`config.mk`:
```
export PLATFORM = sky130hd
export DESIGN_NAME = erni_queue
export DESIGN_NICKNAME = d
export VERILOG_FILES = /design/src/erni_pkg.sv /design/src/erni_queue.sv
export SDC_FILE = /design/constraint.sdc
export NUM_CORES = 1
export LEC_CHECK = 0
export BUFFER_PORTS_ARGS = -buffer_cell sky130_fd_sc_hd__buf_2
export CORE_MARGIN = 5
export CORE_UTILIZATION = 47
export CTS_CLUSTER_SIZE = 25
export DETAILED_ROUTE_END_ITERATION = 7
export GPL_TIMING_DRIVEN = 0
export PLACE_DENSITY = 0.73
export SYNTH_ARGS = -nofsm -noshare
export SYNTH_HDL_FRONTEND = slang
export SYNTH_SLANG_ARGS = --single-unit
```
`constraint.sdc`:
```
create_clock -name clk -period 12 [get_ports clk]
set_input_delay 1.8 -clock clk [delete_from_list [all_inputs] [get_ports clk]]
set_output_delay 1.8 -clock clk [all_outputs]
set_load 0.02 [all_outputs]
```
`src/erni_pkg.sv`:
```
// Package with shared types and constants for the eigenpair residual norm block.
`default_nettype none
package erni_pkg;
    localparam int MaxRows = 4096;
    localparam int RowW = $clog2(MaxRows);
    localparam int QueueDepth = 2;

    // Per-mode summary handed from the accumulator to the finisher.
    typedef struct packed {
        logic [63:0]     residual_sum;
        logic [63:0]     stiffness_sum;
        logic [63:0]     mass_sum;
        logic [31:0]     lambda_mag;
        logic [RowW-1:0] worst_index;
        logic            last_mode;
    } mode_sum_t;

    typedef enum logic [2:0] {
        FIN_IDLE,
        FIN_SQRT,
        FIN_MUL,
        FIN_DIV,
        FIN_OUT
    } fin_state_t;
endpackage
`default_nettype wire

```
`src/erni_queue.sv`:
```
// Short queue of mode summaries between the accumulator and the finisher.
`default_nettype none
module erni_queue (
    input  wire logic            clk,
    input  wire logic            rst_n,
    input  wire logic            in_valid,
    output logic                 in_ready,
    input  wire erni_pkg::mode_sum_t in_data,
    output logic                 out_valid,
    input  wire logic            out_ready,
    output erni_pkg::mode_sum_t  out_data
);
    import erni_pkg::*;

    mode_sum_t entry_reg [QueueDepth];
    logic wr_ptr_reg, rd_ptr_reg;
    logic [1:0] fill_reg;
    logic push, pop;

    assign in_ready = fill_reg != 2'(QueueDepth);
    assign out_valid = fill_reg != 2'd0;
    assign out_data = entry_reg[rd_ptr_reg];
    assign push = in_valid && in_ready;
    assign pop = out_valid && out_ready;

    always_ff @(posedge clk or negedge rst_n)
    begin
        if (!rst_n)
        begin
            wr_ptr_reg <= 1'b0;
            rd_ptr_reg <= 1'b0;
            fill_reg <= '0;
        end
        else
        begin
            if (push)
                wr_ptr_reg <= !wr_ptr_reg;
            if (pop)
                rd_ptr_reg <= !rd_ptr_reg;
            fill_reg <= fill_reg + 2'(push) - 2'(pop);
        end
    end

    always_ff @(posedge clk)
    begin
        if (push)
            entry_reg[wr_ptr_reg] <= in_data;
    end

    ap_fill: assert property (@(posedge clk) disable iff (!rst_n)
        fill_reg <= 2'(QueueDepth))
        else $error("queue overfilled");
    ap_ptr: assert property (@(posedge clk) disable iff (!rst_n)
        (fill_reg == 2'd0 || fill_reg == 2'(QueueDepth)) |-> (wr_ptr_reg == rd_ptr_reg))
        else $error("queue pointers inconsistent");
    ap_keep: assert property (@(posedge clk) disable iff (!rst_n)
        (out_valid && !out_ready) |=> out_valid)
        else $error("queue dropped an entry");
endmodule
`default_nettype wire

```
# Word level (Yosys, flattened, before mapping)
# Memories as Yosys holds them, arrays and structs flattened.
# Cells that the tools add are included.
# W data, S select, Z words.
op_classes:
  n_addsub: 2
  eq_ne: 1
  muxes: 2
  reduce_logical: 5
op_table:
  columns: ["op", "count"]
  rows:
  - ["$add A2 B1 Y2", 1]
  - ["$logic_and A1 B1 Y1", 2]
  - ["$logic_not A1 Y1", 2]
  - ["$mux W1", 2]
  - ["$ne A2 B2 Y1 const B", 1]
  - ["$reduce_bool A2 Y1", 1]
  - ["$sub A2 B1 Y2", 1]
totals:
  regBits: 4
  mem_bits_rw: 474
  input_bits: 241
  out_inout_bits: 239
  word_cells: 14
  memories: 1
memory_table:
  columns: ["memory", "words", "word_bits", "read_ports", "rd_ports_with_merged_regs", "wr", "line_no", "source"]
  rows:
  - ["entry_reg", 2, 237, 1, 0, 1, "erni_queue.sv:15", "mode_sum_t entry_reg [QueueDepth];"]

# Longest topological paths before layout
depth:
  depth_word: 4
  depth_mapped: 5
  ltp_nobuf: 5

# Least setup slack after synthesis
# No wires, ideal clock.
synth_path:
  path_kind: "input to register"
  start: "in in_valid"
  end: "mem entry_reg[0][0] (netlist name) (enable)"
  setup_time_ps: 839
  t_arrival_ps: 11700
  required_ps: 11161
  setup_slack_ps: -539
  stages: 2
  path_buffers: 0
  cell_sequence: "nand2_1 > nor2_1"
synth_via:
  elab_chain_cells: 3
synth_lines:
  columns: ["element", "line_no", "source"]
  rows:
  - ["start: declaration", "erni_queue.sv:6", "input wire logic in_valid,"]
  - ["$logic_and A1 B1 Y1", "erni_queue.sv:23", "assign push = in_valid && in_ready;"]
  - ["$mux W1", "erni_queue.sv:46", "if (push)"]
  - ["$mux W1 (not written as such)", "erni_queue.sv:47", "entry_reg[wr_ptr_reg] <= in_data;"]
  - ["end: declaration", "erni_queue.sv:15", null]
# No other way between the ends.

==> results.json <==
{
  "seq_area_um2": 14300,
  "yosysMostFrequentCell": "edfxtp_1",
  "synth_seq_area_share_pct": 82.3,
  "hpwl_um": 27800,
  "synth_nets": 1001,
  "die_w_um": 202,
  "numPortBuffers": 479,
  "cp_num_buf_inv": 3,
  "p_int_mw": 3.89,
  "antenna_found_initial": 19,
  "power_frac_clock_pct": 24.3,
  "yosysUniqueCellTypes": 18,
  "drive_above_1_share_pct": 61.4,
  "cts_buffers": 48,
  "grt_overflow": 0,
  "max_slew_margin_pct": 44.9,
  "max_freq_mhz": 264,
  "syn_to_final_growth_pct": 27.2,
  "cts-resized-gates": 0,
  "synth_top_cell_by_area": "edfxtp_1",
  "critPathKind": "flip-flop to primary output",
  "largest_reg_flops": 474,
  "synthTopCellsByArea": "edfxtp_1 (82%), mux2_2 (15%), buf_6 (1.6%), dfrtp_1 (0.57%), xnor2_1 (0.15%)",
  "max_stage_delay_ps": 430,
  "finalClockSkew_ps": 16.4,
  "seqPwrFrac_pct": 40.9,
  "startpoint_type": "flip-flop",
  "p_sw_mw": 1.86,
  "power_frac_comb_pct": 34.8,
  "synth_flop_cell": "edfxtp_1",
  "tightest_slew_ps": 827,
  "status": "finished clean",
  "multi_input_area_um2": 2800,
  "worst_ep_arrival_time_ps": 1990,
  "cp-end-kind": "primary output",
  "path_delay_family": "buffers and inverters",
  "avgSynthCellArea_um2": 22.9,
  "peakVddDrop_mv": 0.161,
  "start_util_pct": 47.6,
  "synth_top_area_share_pct": 81.8,
  "pre_cts_slack_ps": 7980,
  "htree_levels": 2,
  "fin_area_um2": 22100,
  "yosys_warnings": 0,
  "grt_pass1_wl_um": 57600,
  "hold_path.class": "flip-flop to flip-flop",
  "grt.total_usage_pct": 18.4,
  "die_h_um": 202,
  "finalSetupViolCount": 0,
  "crit_slowest_cell": "dfrtp_1",
  "wl_per_cell_um": 21.5,
  "fillCellCount": 2658,
  "grt_pass1_vias": 9839,
  "switching_share_pct": 32.3,
  "drtAntennaViolNets": 0,
  "async_reset_ff_share_pct": 0.837,
  "gp_congestion": 0.765,
  "fin_ws_ps": 8210,
  "ctsHoldBuffers": 0,
  "io_pins": 480,
  "synth_enable_flop_cells": 474,
  "slew_violations": 0,
  "grt_max_degree": 66,
  "clock_latency_ps": 560,
  "num_vias": 9126,
  "clock_path_buffers": 3,
  "synth-seq-cells": 478,
  "syn_area_um2": 17400,
  "p_leak_nw": 8.28,
  "drt_wl_total_um": 38900,
  "path_max_fanout": 10,
  "place_area_um2": 20700,
  "synthCells": 759,
  "rows": 70,
  "whs_ps": 566,
  "nNetsFinal": 1541,
  "cap_viol_max_count": 0,
  "path_clk_slew_ps": 60,
  "crit_required_ps": 10200,
  "drc": 0,
  "vias_per_cell": 5.05,
  "core_um2": 36600,
  "clock_sinks": 478,
  "period_minus_slack_ps": 3790,
  "powerDensity_nw_per_um2": 260,
  "die-area_um2": 41000,
  "power_mw": 5.75,
  "crit_top_cell": "buf_6",
  "first_pass_iters": 4,
  "root_buffer": "clkbuf_16",
  "cts_setup_buffers": 0,
  "ys_top_cells_by_count": "edfxtp_1 (474), mux2_2 (237), buf_6 (25), dfrtp_1 (4)",
  "min_period_over_period_pct": 31.6,
  "cts_tree": "built",
  "fin_tns_setup_ps": 0,
  "rsz0062_at_grt": "false",
  "drt_iter0_markers": 447,
  "path_cells": "buf_6, buf_6, mux2_2, buf_2",
  "hold_viol_final": 0
}
[through the flow]
stage,utilization [%],std cells
global placement,55.7,1706
floorplan,-,759
detailed placement,56.4,1717
global route,60.4,1804
finish,60.5,1807
CTS,60.4,1796
[layout make-up]
type	count	share of cell area (%)
flip-flops and latches	478	64.7
repair buffers	490	12.0
clock buffers	62	5.76
well taps	468	2.65
diodes	11	0.124
multi-input cells	255	12.7
clock inverters	17	0.808
plain buffers	26	1.29
[cell usage in the layout (no fill, tap or decap), types with 2 or more instances in the layout]
master / netlist / final
buf_2: 1 / 480
diode_2: 0 / 11
clkinv_2: 0 / 5
xnor2_1: 3 / 3
clkinv_1: 0 / 7
clkbuf_1: 0 / 13
clkbuf_16: 0 / 49
dfrtp_1: 4 / 4
buf_16: 0 / 4
buf_6: 25 / 25
mux2_2: 237 / 237
nor2_1: 3 / 2
nand2_1: 2 / 2
bufinv_16: 0 / 4
buf_12: 0 / 7
edfxtp_1: 474 / 474
[layer usage]
layer | wire length [um] | global-route usage [%] | up-vias
li1 | - | - | 4142
met3 | 4230 | 7.95 | 81
met2 | 20000 | 31.9 | 388
met4 | 1140 | 6.94 | 18
met5 | 112 | 0 | -
met1 | 13400 | 20.1 | 4497
[power by group through the flow]
stage / registers [mW] / clock network [mW] / logic [mW]
after floorplan: 2.47 / 0 / 1.31
after global placement: 2.54 / 0 / 1.95
after detailed placement: 2.39 / 0 / 2.02
after CTS: 2.36 / 1.43 / 2.04
after global routing: 2.38 / 1.51 / 2.12
final: 2.36 / 1.40 / 2.00
[cells by family after synthesis]
kind of cell	after synthesis	synth area share (%)
AND/OR/NAND/NOR	11	0.338
AO/OA/AOI/OAI	3	0.137
multiplexers	237	15.3
XOR/XNOR	3	0.151
buffers and inverters	26	1.65
flip-flops	478	82.3
adder cells (fa/ha/maj)	1	0.0719
[worst register-to-register path, delay by kind of cell (launching register included)]
family	cells	cell delay, ps
buffers and inverters	4	990
AND/OR/NAND/NOR	3	910
flip-flops	1	430
[path summary, 6_finish.rpt]
check | start | slack, ps | end | cells past startpoint
hold reg to reg | wr_ptr_reg | 570 | wr_ptr_reg | 1
setup / recovery | rd_ptr_reg | 8210 | out_data[179] | 4
hold / removal | wr_ptr_reg | 570 | wr_ptr_reg | 1
max in group asynchronous | rst_n | 10820 | fill_reg[0] | 1
min in group asynchronous | rst_n | 1040 | wr_ptr_reg | 1
setup reg to reg | fill_reg[0] | 9330 | entry_reg[0][112] | 7
(Power assumes the default switching activity.)
