## src/erni_pkg.sv

```systemverilog
// Package with shared types and constants for the eigenpair residual norm block.
`default_nettype none
package erni_pkg;
    localparam int MaxRows = 4096;
    localparam int RowW = $clog2(MaxRows);
    localparam int QueueDepth = 2;

    // Per-mode summary handed from the accumulator to the finisher.
    typedef struct packed {
        logic [63:0]     residual_sum;
        logic [63:0]     stiffness_sum;
        logic [63:0]     mass_sum;
        logic [31:0]     lambda_mag;
        logic [RowW-1:0] worst_index;
        logic            last_mode;
    } mode_sum_t;

    typedef enum logic [2:0] {
        FIN_IDLE,
        FIN_SQRT,
        FIN_MUL,
        FIN_DIV,
        FIN_OUT
    } fin_state_t;
endpackage
`default_nettype wire

```

## src/erni_finish.sv

```systemverilog
// Back part: square roots, backward error division and result register.
`default_nettype none
module erni_finish (
    input  wire logic            clk,
    input  wire logic            rst_n,
    input  wire logic            sum_valid,
    output logic                 sum_ready,
    input  wire erni_pkg::mode_sum_t sum_data,
    output logic                 valid,
    input  wire logic            ready,
    output logic [31:0]          residual_norm,
    output logic [31:0]          stiffness_norm,
    output logic [31:0]          mass_norm,
    output logic [16:0]          normalized_residual,
    output logic [11:0]          worst_row,
    output logic                 last_mode
);
    import erni_pkg::*;

    fin_state_t state_reg, state_next;
    logic [4:0] step_reg, step_next;
    // Three bitwise square roots run side by side.
    logic [63:0] rad_reg [3];
    logic [63:0] rem_reg [3];
    logic [31:0] root_reg [3];
    logic [31:0] lam_reg;
    logic [RowW-1:0] widx_reg;
    logic        lmode_reg;
    logic [63:0] den_reg, drem_reg;
    logic [16:0] q_reg;
    logic [63:0] num;

    logic [65:0] trial [3];
    logic [65:0] rem_sh [3];
    logic [64:0] dd;
    logic        load;

    assign num = {root_reg[0], 16'd0};
    assign sum_ready = state_reg == FIN_IDLE;
    assign load = sum_valid && sum_ready;

    always_comb
    begin
        for (int i = 0; i < 3; i++)
        begin
            rem_sh[i] = {rem_reg[i], rad_reg[i][63:62]};
            trial[i] = {32'd0, root_reg[i], 2'b01};
        end
        dd = 65'(drem_reg) - 65'(den_reg - drem_reg);
    end

    always_comb
    begin
        state_next = state_reg;
        step_next = step_reg;
        case (state_reg)
            FIN_IDLE:
                if (sum_valid)
                begin
                    state_next = FIN_SQRT;
                    step_next = '0;
                end
            FIN_SQRT:
            begin
                step_next = step_reg + 1'b1;
                if (step_reg == 5'd31)
                    state_next = FIN_MUL;
            end
            FIN_MUL:
            begin
                state_next = FIN_DIV;
                step_next = '0;
            end
            FIN_DIV:
            begin
                step_next = step_reg + 1'b1;
                if (den_reg == '0 || num >= den_reg || step_reg == 5'd15)
                    state_next = FIN_OUT;
            end
            FIN_OUT:
                if (ready)
                    state_next = FIN_IDLE;
            default:
                state_next = FIN_IDLE;
        endcase
    end

    always_ff @(posedge clk or negedge rst_n)
    begin
        if (!rst_n)
        begin
            state_reg <= FIN_IDLE;
            step_reg <= '0;
        end
        else
        begin
            state_reg <= state_next;
            step_reg <= step_next;
        end
    end

    always_ff @(posedge clk)
    begin
        if (load)
        begin
            rad_reg[0] <= sum_data.residual_sum;
            rad_reg[1] <= sum_data.stiffness_sum;
            rad_reg[2] <= sum_data.mass_sum;
            for (int i = 0; i < 3; i++)
            begin
                rem_reg[i] <= '0;
                root_reg[i] <= '0;
            end
            lam_reg <= sum_data.lambda_mag;
            widx_reg <= sum_data.worst_index;
            lmode_reg <= sum_data.last_mode;
        end
        else if (state_reg == FIN_SQRT)
        begin
            for (int i = 0; i < 3; i++)
            begin
                rad_reg[i] <= {rad_reg[i][61:0], 2'b00};
                if (rem_sh[i] >= trial[i])
                begin
                    rem_reg[i] <= 64'(rem_sh[i] - trial[i]);
                    root_reg[i] <= {root_reg[i][30:0], 1'b1};
                end
                else
                begin
                    rem_reg[i] <= 64'(rem_sh[i]);
                    root_reg[i] <= {root_reg[i][30:0], 1'b0};
                end
            end
        end
        else if (state_reg == FIN_MUL)
        begin
            den_reg <= {root_reg[1], 16'd0} + 64'(lam_reg) * 64'(root_reg[2]);
            drem_reg <= num;
            q_reg <= '0;
        end
        else if (state_reg == FIN_DIV)
        begin
            if (den_reg == '0)
                q_reg <= '0;
            else if (num >= den_reg)
                q_reg <= 17'd65536;
            else if (!dd[64])
            begin
                drem_reg <= dd[63:0];
                q_reg <= {q_reg[15:0], 1'b1};
            end
            else
            begin
                drem_reg <= {drem_reg[62:0], 1'b0};
                q_reg <= {q_reg[15:0], 1'b0};
            end
        end
    end

    assign valid = state_reg == FIN_OUT;
    assign residual_norm = root_reg[0];
    assign stiffness_norm = root_reg[1];
    assign mass_norm = root_reg[2];
    assign normalized_residual = q_reg;
    assign worst_row = 12'(widx_reg);
    assign last_mode = lmode_reg;

    ap_q: assert property (@(posedge clk) disable iff (!rst_n)
        valid |-> (q_reg <= 17'd65536))
        else $error("backward error above one");
    ap_out: assert property (@(posedge clk) disable iff (!rst_n)
        (valid && !ready) |=> (valid && $stable(q_reg)))
        else $error("result changed while stalled");
    ap_busy: assert property (@(posedge clk) disable iff (!rst_n)
        (state_reg == FIN_SQRT) |-> !sum_ready)
        else $error("summary taken while busy");
endmodule
`default_nettype wire

```

## config.mk

```make
export PLATFORM = sky130hd
export DESIGN_NAME = erni_finish
export DESIGN_NICKNAME = d
export VERILOG_FILES = /design/src/erni_pkg.sv /design/src/erni_finish.sv
export SDC_FILE = /design/constraint.sdc
export NUM_CORES = 2
export LEC_CHECK = 0
export ABC_AREA = 1
export BUFFER_PORTS_ARGS = -buffer_cell sky130_fd_sc_hd__buf_2
export CAP_MARGIN = 20
export CORE_ASPECT_RATIO = 1.2
export CORE_UTILIZATION = 55
export CTS_CLUSTER_SIZE = 14
export DETAILED_ROUTE_END_ITERATION = 8
export GPL_ROUTABILITY_DRIVEN = 0
export PLACE_DENSITY_LB_ADDON = 0.08
export SLEW_MARGIN = 20
export SYNTH_ARGS = -nofsm -noshare
export SYNTH_HDL_FRONTEND = slang
export SYNTH_SLANG_ARGS = --single-unit
```

## constraint.sdc

```tcl
create_clock -name clk -period 11.9 [get_ports clk]
set_input_delay 1.785 -clock clk [delete_from_list [all_inputs] [get_ports clk]]
set_output_delay 1.785 -clock clk [all_outputs]
set_load 0.02 [all_outputs]
```

# Word-level counts from Yosys, hierarchy flattened
# Memories as Yosys holds them, arrays and structs flattened.
# Index checks and enable logic that the tools add are counted.
[op_classes]
n_addsub = 7
n_mul = 1
n_lt_le_gt_ge = 4
eq_ne = 12
muxes = 60
bitwise = 17
n_reduce_logical = 13
[op_table]
columns = ["operator", "n"]
rows = [
  ["$mux W64", 13],
  ["$ge A66 B34 Y1", 3],
  ["$mux W32", 6],
  ["$sub A64 B34 Y64", 3],
  ["$sub A64 B64 Y65", 1],
  ["$sub A64 B65 Y65", 1],
  ["$add A48 B64 Y64", 1],
  ["$ge A48 B64 Y1", 1],
  ["$logic_not A64 Y1", 1],
  ["$mul A32 B32 Y64", 1],
  ["$mux W17", 3],
  ["$mux W48", 1],
  ["$mux W1", 30],
  ["$or A1 B1 Y1", 15],
  ["$pmux W3 S5", 1],
  ["$pmux W5 S3", 1],
  ["$mux W3", 4],
  ["$ne A2 B2 Y1 const B", 5],
  ["$eq A3 B2 Y1 const B", 2],
  ["$reduce_and A3 Y1", 2],
  ["$add A5 B1 Y5 const B", 1],
  ["$eq A5 B4 Y1 const B", 1],
  ["$eq A5 B5 Y1 const B", 1],
  ["$mux W5", 1],
  ["13 further kinds", 15],
]
[word_totals]
register_bits = 198
mem_bits_rw = 480
mem_count = 3
[mem_list]
columns = ["memory", "words", "word_bits", "read_ports", "rd_clocked_by_memory_dff", "write_ports", "line", "rtl"]
rows = [
  ["rad_reg", 3, 64, 3, 0, 3, "erni_finish.sv:23", "logic [63:0] rad_reg [3];"],
  ["rem_reg", 3, 64, 3, 0, 3, "erni_finish.sv:24", "logic [63:0] rem_reg [3];"],
  ["root_reg", 3, 32, 3, 0, 3, "erni_finish.sv:25", "logic [31:0] root_reg [3];"],
]

# Logic depth before layout (Yosys ltp)
# An unclocked memory read counts as a cell.
[depth]
depth_word = 8
mapped_depth = 33
ltp_nobuf = 31

# Worst setup path before layout
# OpenSTA, ideal clock, no wires.
[synth_timing]
path_kind = "input -> register"
from = "in sum_valid"
to = "mem rad_reg[0][0], enable pin"
setup_ps = 2814
arrival_time_ps = 8077
path_slack_ps = 1009
cell_stages = 2
n_path_buf = 0
path_cell_list = "nand2_1 nand2_1"
[synth_rtl]
columns = ["item", "line", "rtl"]
rows = [
  ["start, declared", "erni_finish.sv:6", "input wire logic sum_valid,"],
  ["end, declared", "erni_finish.sv:23", ""],
]

==> impl_metrics.ini <==
[logic_synthesis]
avgSynthCellArea_sq_um = 7.45
synth_mux_area_share_pct = 0
syn-cell-area_sq_mm = 0.0817
yosys.area_share.simple_pct = 25.3
yosysWarningCount = 0
synth-seq-cells = 678
synth_nets = 12600
synth_top_family_by_area = adder cells
synth_xor_area_share_pct = 1.74
ys_types = 50
synth_compound_area_share_pct = 4.54
netlist_instances = 11000
ys_seq_area_share_pct = 24.9
synth_adder_area_share_pct = 29.9

[worst_setup_path]
critical_path_class = reg2reg
critPathArrivalTime_ns = 8.06
critPathSlowestCell = fa_1
critPathBufInv = 4
cp_max_fo = 34
crit_chain = buf_4, nand2_1, fa_1, fa_1, inv_1, fa_1, inv_1, fa_1, inv_1, fa_1, fa_1, fa_1, fa_1, ha_1, a21oi_1, o21ai_0, a21oi_1, o21ai_0, a21oi_1, or2_2, nand2_1, nand2_1, nand2_1
crit_top_cell = fa_1
cpPeakStageDelay_ns = 0.62
cp-end-kind = flop
cpLargestDelayFamily = adder cells
crit_path_start_kind = flop
critPathRequiredTime_ns = 12.36

[floorplan]
die_h_um = 424
io_pins = 369
std_cell_rows = 154
die_area_sq_mm = 0.150
core_sq_mm = 0.147
start_util_pct = 55.6
dieWidth_um = 354

[cells_and_area]
area_growth_pct = 7.40
layout_common_cells = nand2_1, inv_1, nor2_1
final_common_cell = nand2_1
finish.net_count = 12800
drive_gt1_share_pct = 5.68

[clock_tree]
cts_resized = 0
cts.sinks = 678
htree_levels = 3
clkLatencyLatePin_ns = 0.71
numCtsBuffers = 78
hold_buffers = 0
clkSlewWorstSetupHoldPaths_ns = 0.06
postCtsSetupBuffers = 0
clockBufferDepth = 3
cts_tree = built
root_buffer = clkbuf_16

[sta]
clock_skew_ns = 0.0329
fin_crit_ns = 7.60
slew_viol_final = 0
worst_slew_pin_slew_ns = 1.10
fin_crit_sh_pct = 63.8
setup-violations-final = 0
rsz0062_at_grt = false
fmax_ghz = 0.132
final-hold-violation-count = 0
slew_headroom_pct = 26.8
finalSetupTns_ns = 0

[global_route]
overflow = 0
antenna_found_initial = 12
grt_max_degree = 177
grt_pass1_wl_mm = 400
globalRouteTotalUtil_pct = 34.5
grt_pass1_vias = 72200

[detailed_routing]
drt_wl_total_mm = 257
dr.first_iter.drc_count = 6308
dr.pass1.iters = 7
wl_per_cell_um = 19.5
vias = 71300
drc = 0
via_per_inst = 5.42
ant_nets = 0

[outcome]
status = completed

[hold_path]
hold_path.class = reg2reg

[job]
maxCapViolCount = 0

[placement]
hpwlAfterDp_mm = 200
portBuffers = 368
==> cells in the mapped netlist (all sizes together) <==
library cell | instances | area share (%)
a31oi | 7 | 0.054
clkinv | 1 | 0.0046
inv | 2568 | 12
o22ai | 1 | 0.0077
o21bai | 43 | 0.40
a21boi | 6 | 0.055
a21oi | 336 | 2.1
a21o | 15 | 0.14
o211ai | 5 | 0.046
nand3b | 53 | 0.49
nor4 | 34 | 0.26
buf | 74 | 0.55
nand2 | 3346 | 15
xor2 | 83 | 0.89
nand4 | 98 | 0.76
nand3 | 459 | 2.8
clkbuf | 278 | 1.3
o21ai | 267 | 1.6
a211oi | 4 | 0.037
xnor2 | 79 | 0.85
nand2b | 1 | 0.0077
o21a | 10 | 0.092
dfxtp | 1 | 0.025
and3 | 4 | 0.031
and2 | 12 | 0.092
nor2 | 986 | 4.6
fa | 930 | 23
nor3 | 119 | 0.79
or2 | 2 | 0.015
dfrtp | 8 | 0.25
edfxtp | 669 | 25
ha | 465 | 7.1
==> stage by stage <==
stage	std cells	hold WS (ns)	instance area, sq um	setup WS (ns)	utilization (%)
floorplan	11000	0.471	81700	1.01	-
global placement	13000	0.488	85200	4.46	57.9
detailed placement	13000	0.496	85200	4.35	57.9
CTS	13200	0.505	87700	4.35	59.6
global route	13200	0.520	87700	4.12	59.7
finish	13200	0.507	87700	4.30	59.7
==> worst reg2reg max path: stages (launching register included) <==
cell and delay [ns]:
dfxtp_2 0.31, buf_4 0.50, nand2_1 0.22, fa_1 0.54, fa_1 0.55, inv_1 0.05
fa_1 0.50, inv_1 0.11, fa_1 0.54, inv_1 0.05, fa_1 0.49, fa_1 0.62
fa_1 0.46, fa_1 0.46, ha_1 0.38, a21oi_1 0.22, o21ai_0 0.21, a21oi_1 0.29
o21ai_0 0.18, a21oi_1 0.32, or2_2 0.19, nand2_1 0.05, nand2_1 0.06, nand2_1 0.05
==> routing by layer <==
layer,part of all wire [%],global-route usage (%),vias to the layer above,wire length [um]
li1,-,-,33400,-
met1,38,42.0,34200,97200
met2,47,57.2,3012,120000
met3,8.7,6.68,757,22400
met4,6.5,19.9,16,16700
met5,0.036,0,-,92
==> worst paths after layout <==
check	start	end	slack, ns	cells past startpoint
setup / recovery	root_reg[2][0]$_SDFFE_PP0P_	den_reg[63]$_DFFE_PP_	4.30	23
hold / removal	step_reg[0]$_DFFE_PN0P_	step_reg[0]$_DFFE_PN0P_	0.51	1
setup reg to reg	root_reg[2][0]$_SDFFE_PP0P_	den_reg[63]$_DFFE_PP_	4.30	23
hold reg to reg	step_reg[0]$_DFFE_PN0P_	step_reg[0]$_DFFE_PN0P_	0.51	1
max in group asynchronous	rst_n	step_reg[1]$_DFFE_PN0P_	10.80	1
min in group asynchronous	rst_n	state_reg[0]$_DFFE_PN0P_	0.93	1
==> kinds of logic after synthesis <==
logic type / count (synthesis)
flip-flops: 678
XOR/XNOR: 162
AO/OA/AOI/OAI: 694
buffers and inverters: 2921
AND/OR/NAND/NOR: 5114
adder cells (fa/ha/maj): 1395
==> final cells by class <==
type,instances,area (sq um)
multi-input cells,7365,50300
clock buffers,95,2040
well taps,1950,2440
clock inverters,46,462
flip-flops and latches,678,20300
fillers,13700,59300
diodes,6,15.0
repair buffers,455,2530
inverters,2569,9650
Power is left out: the tool's default activity adds up to more than one toggle a clock period on the data nets, which glitch-free logic cannot reach.
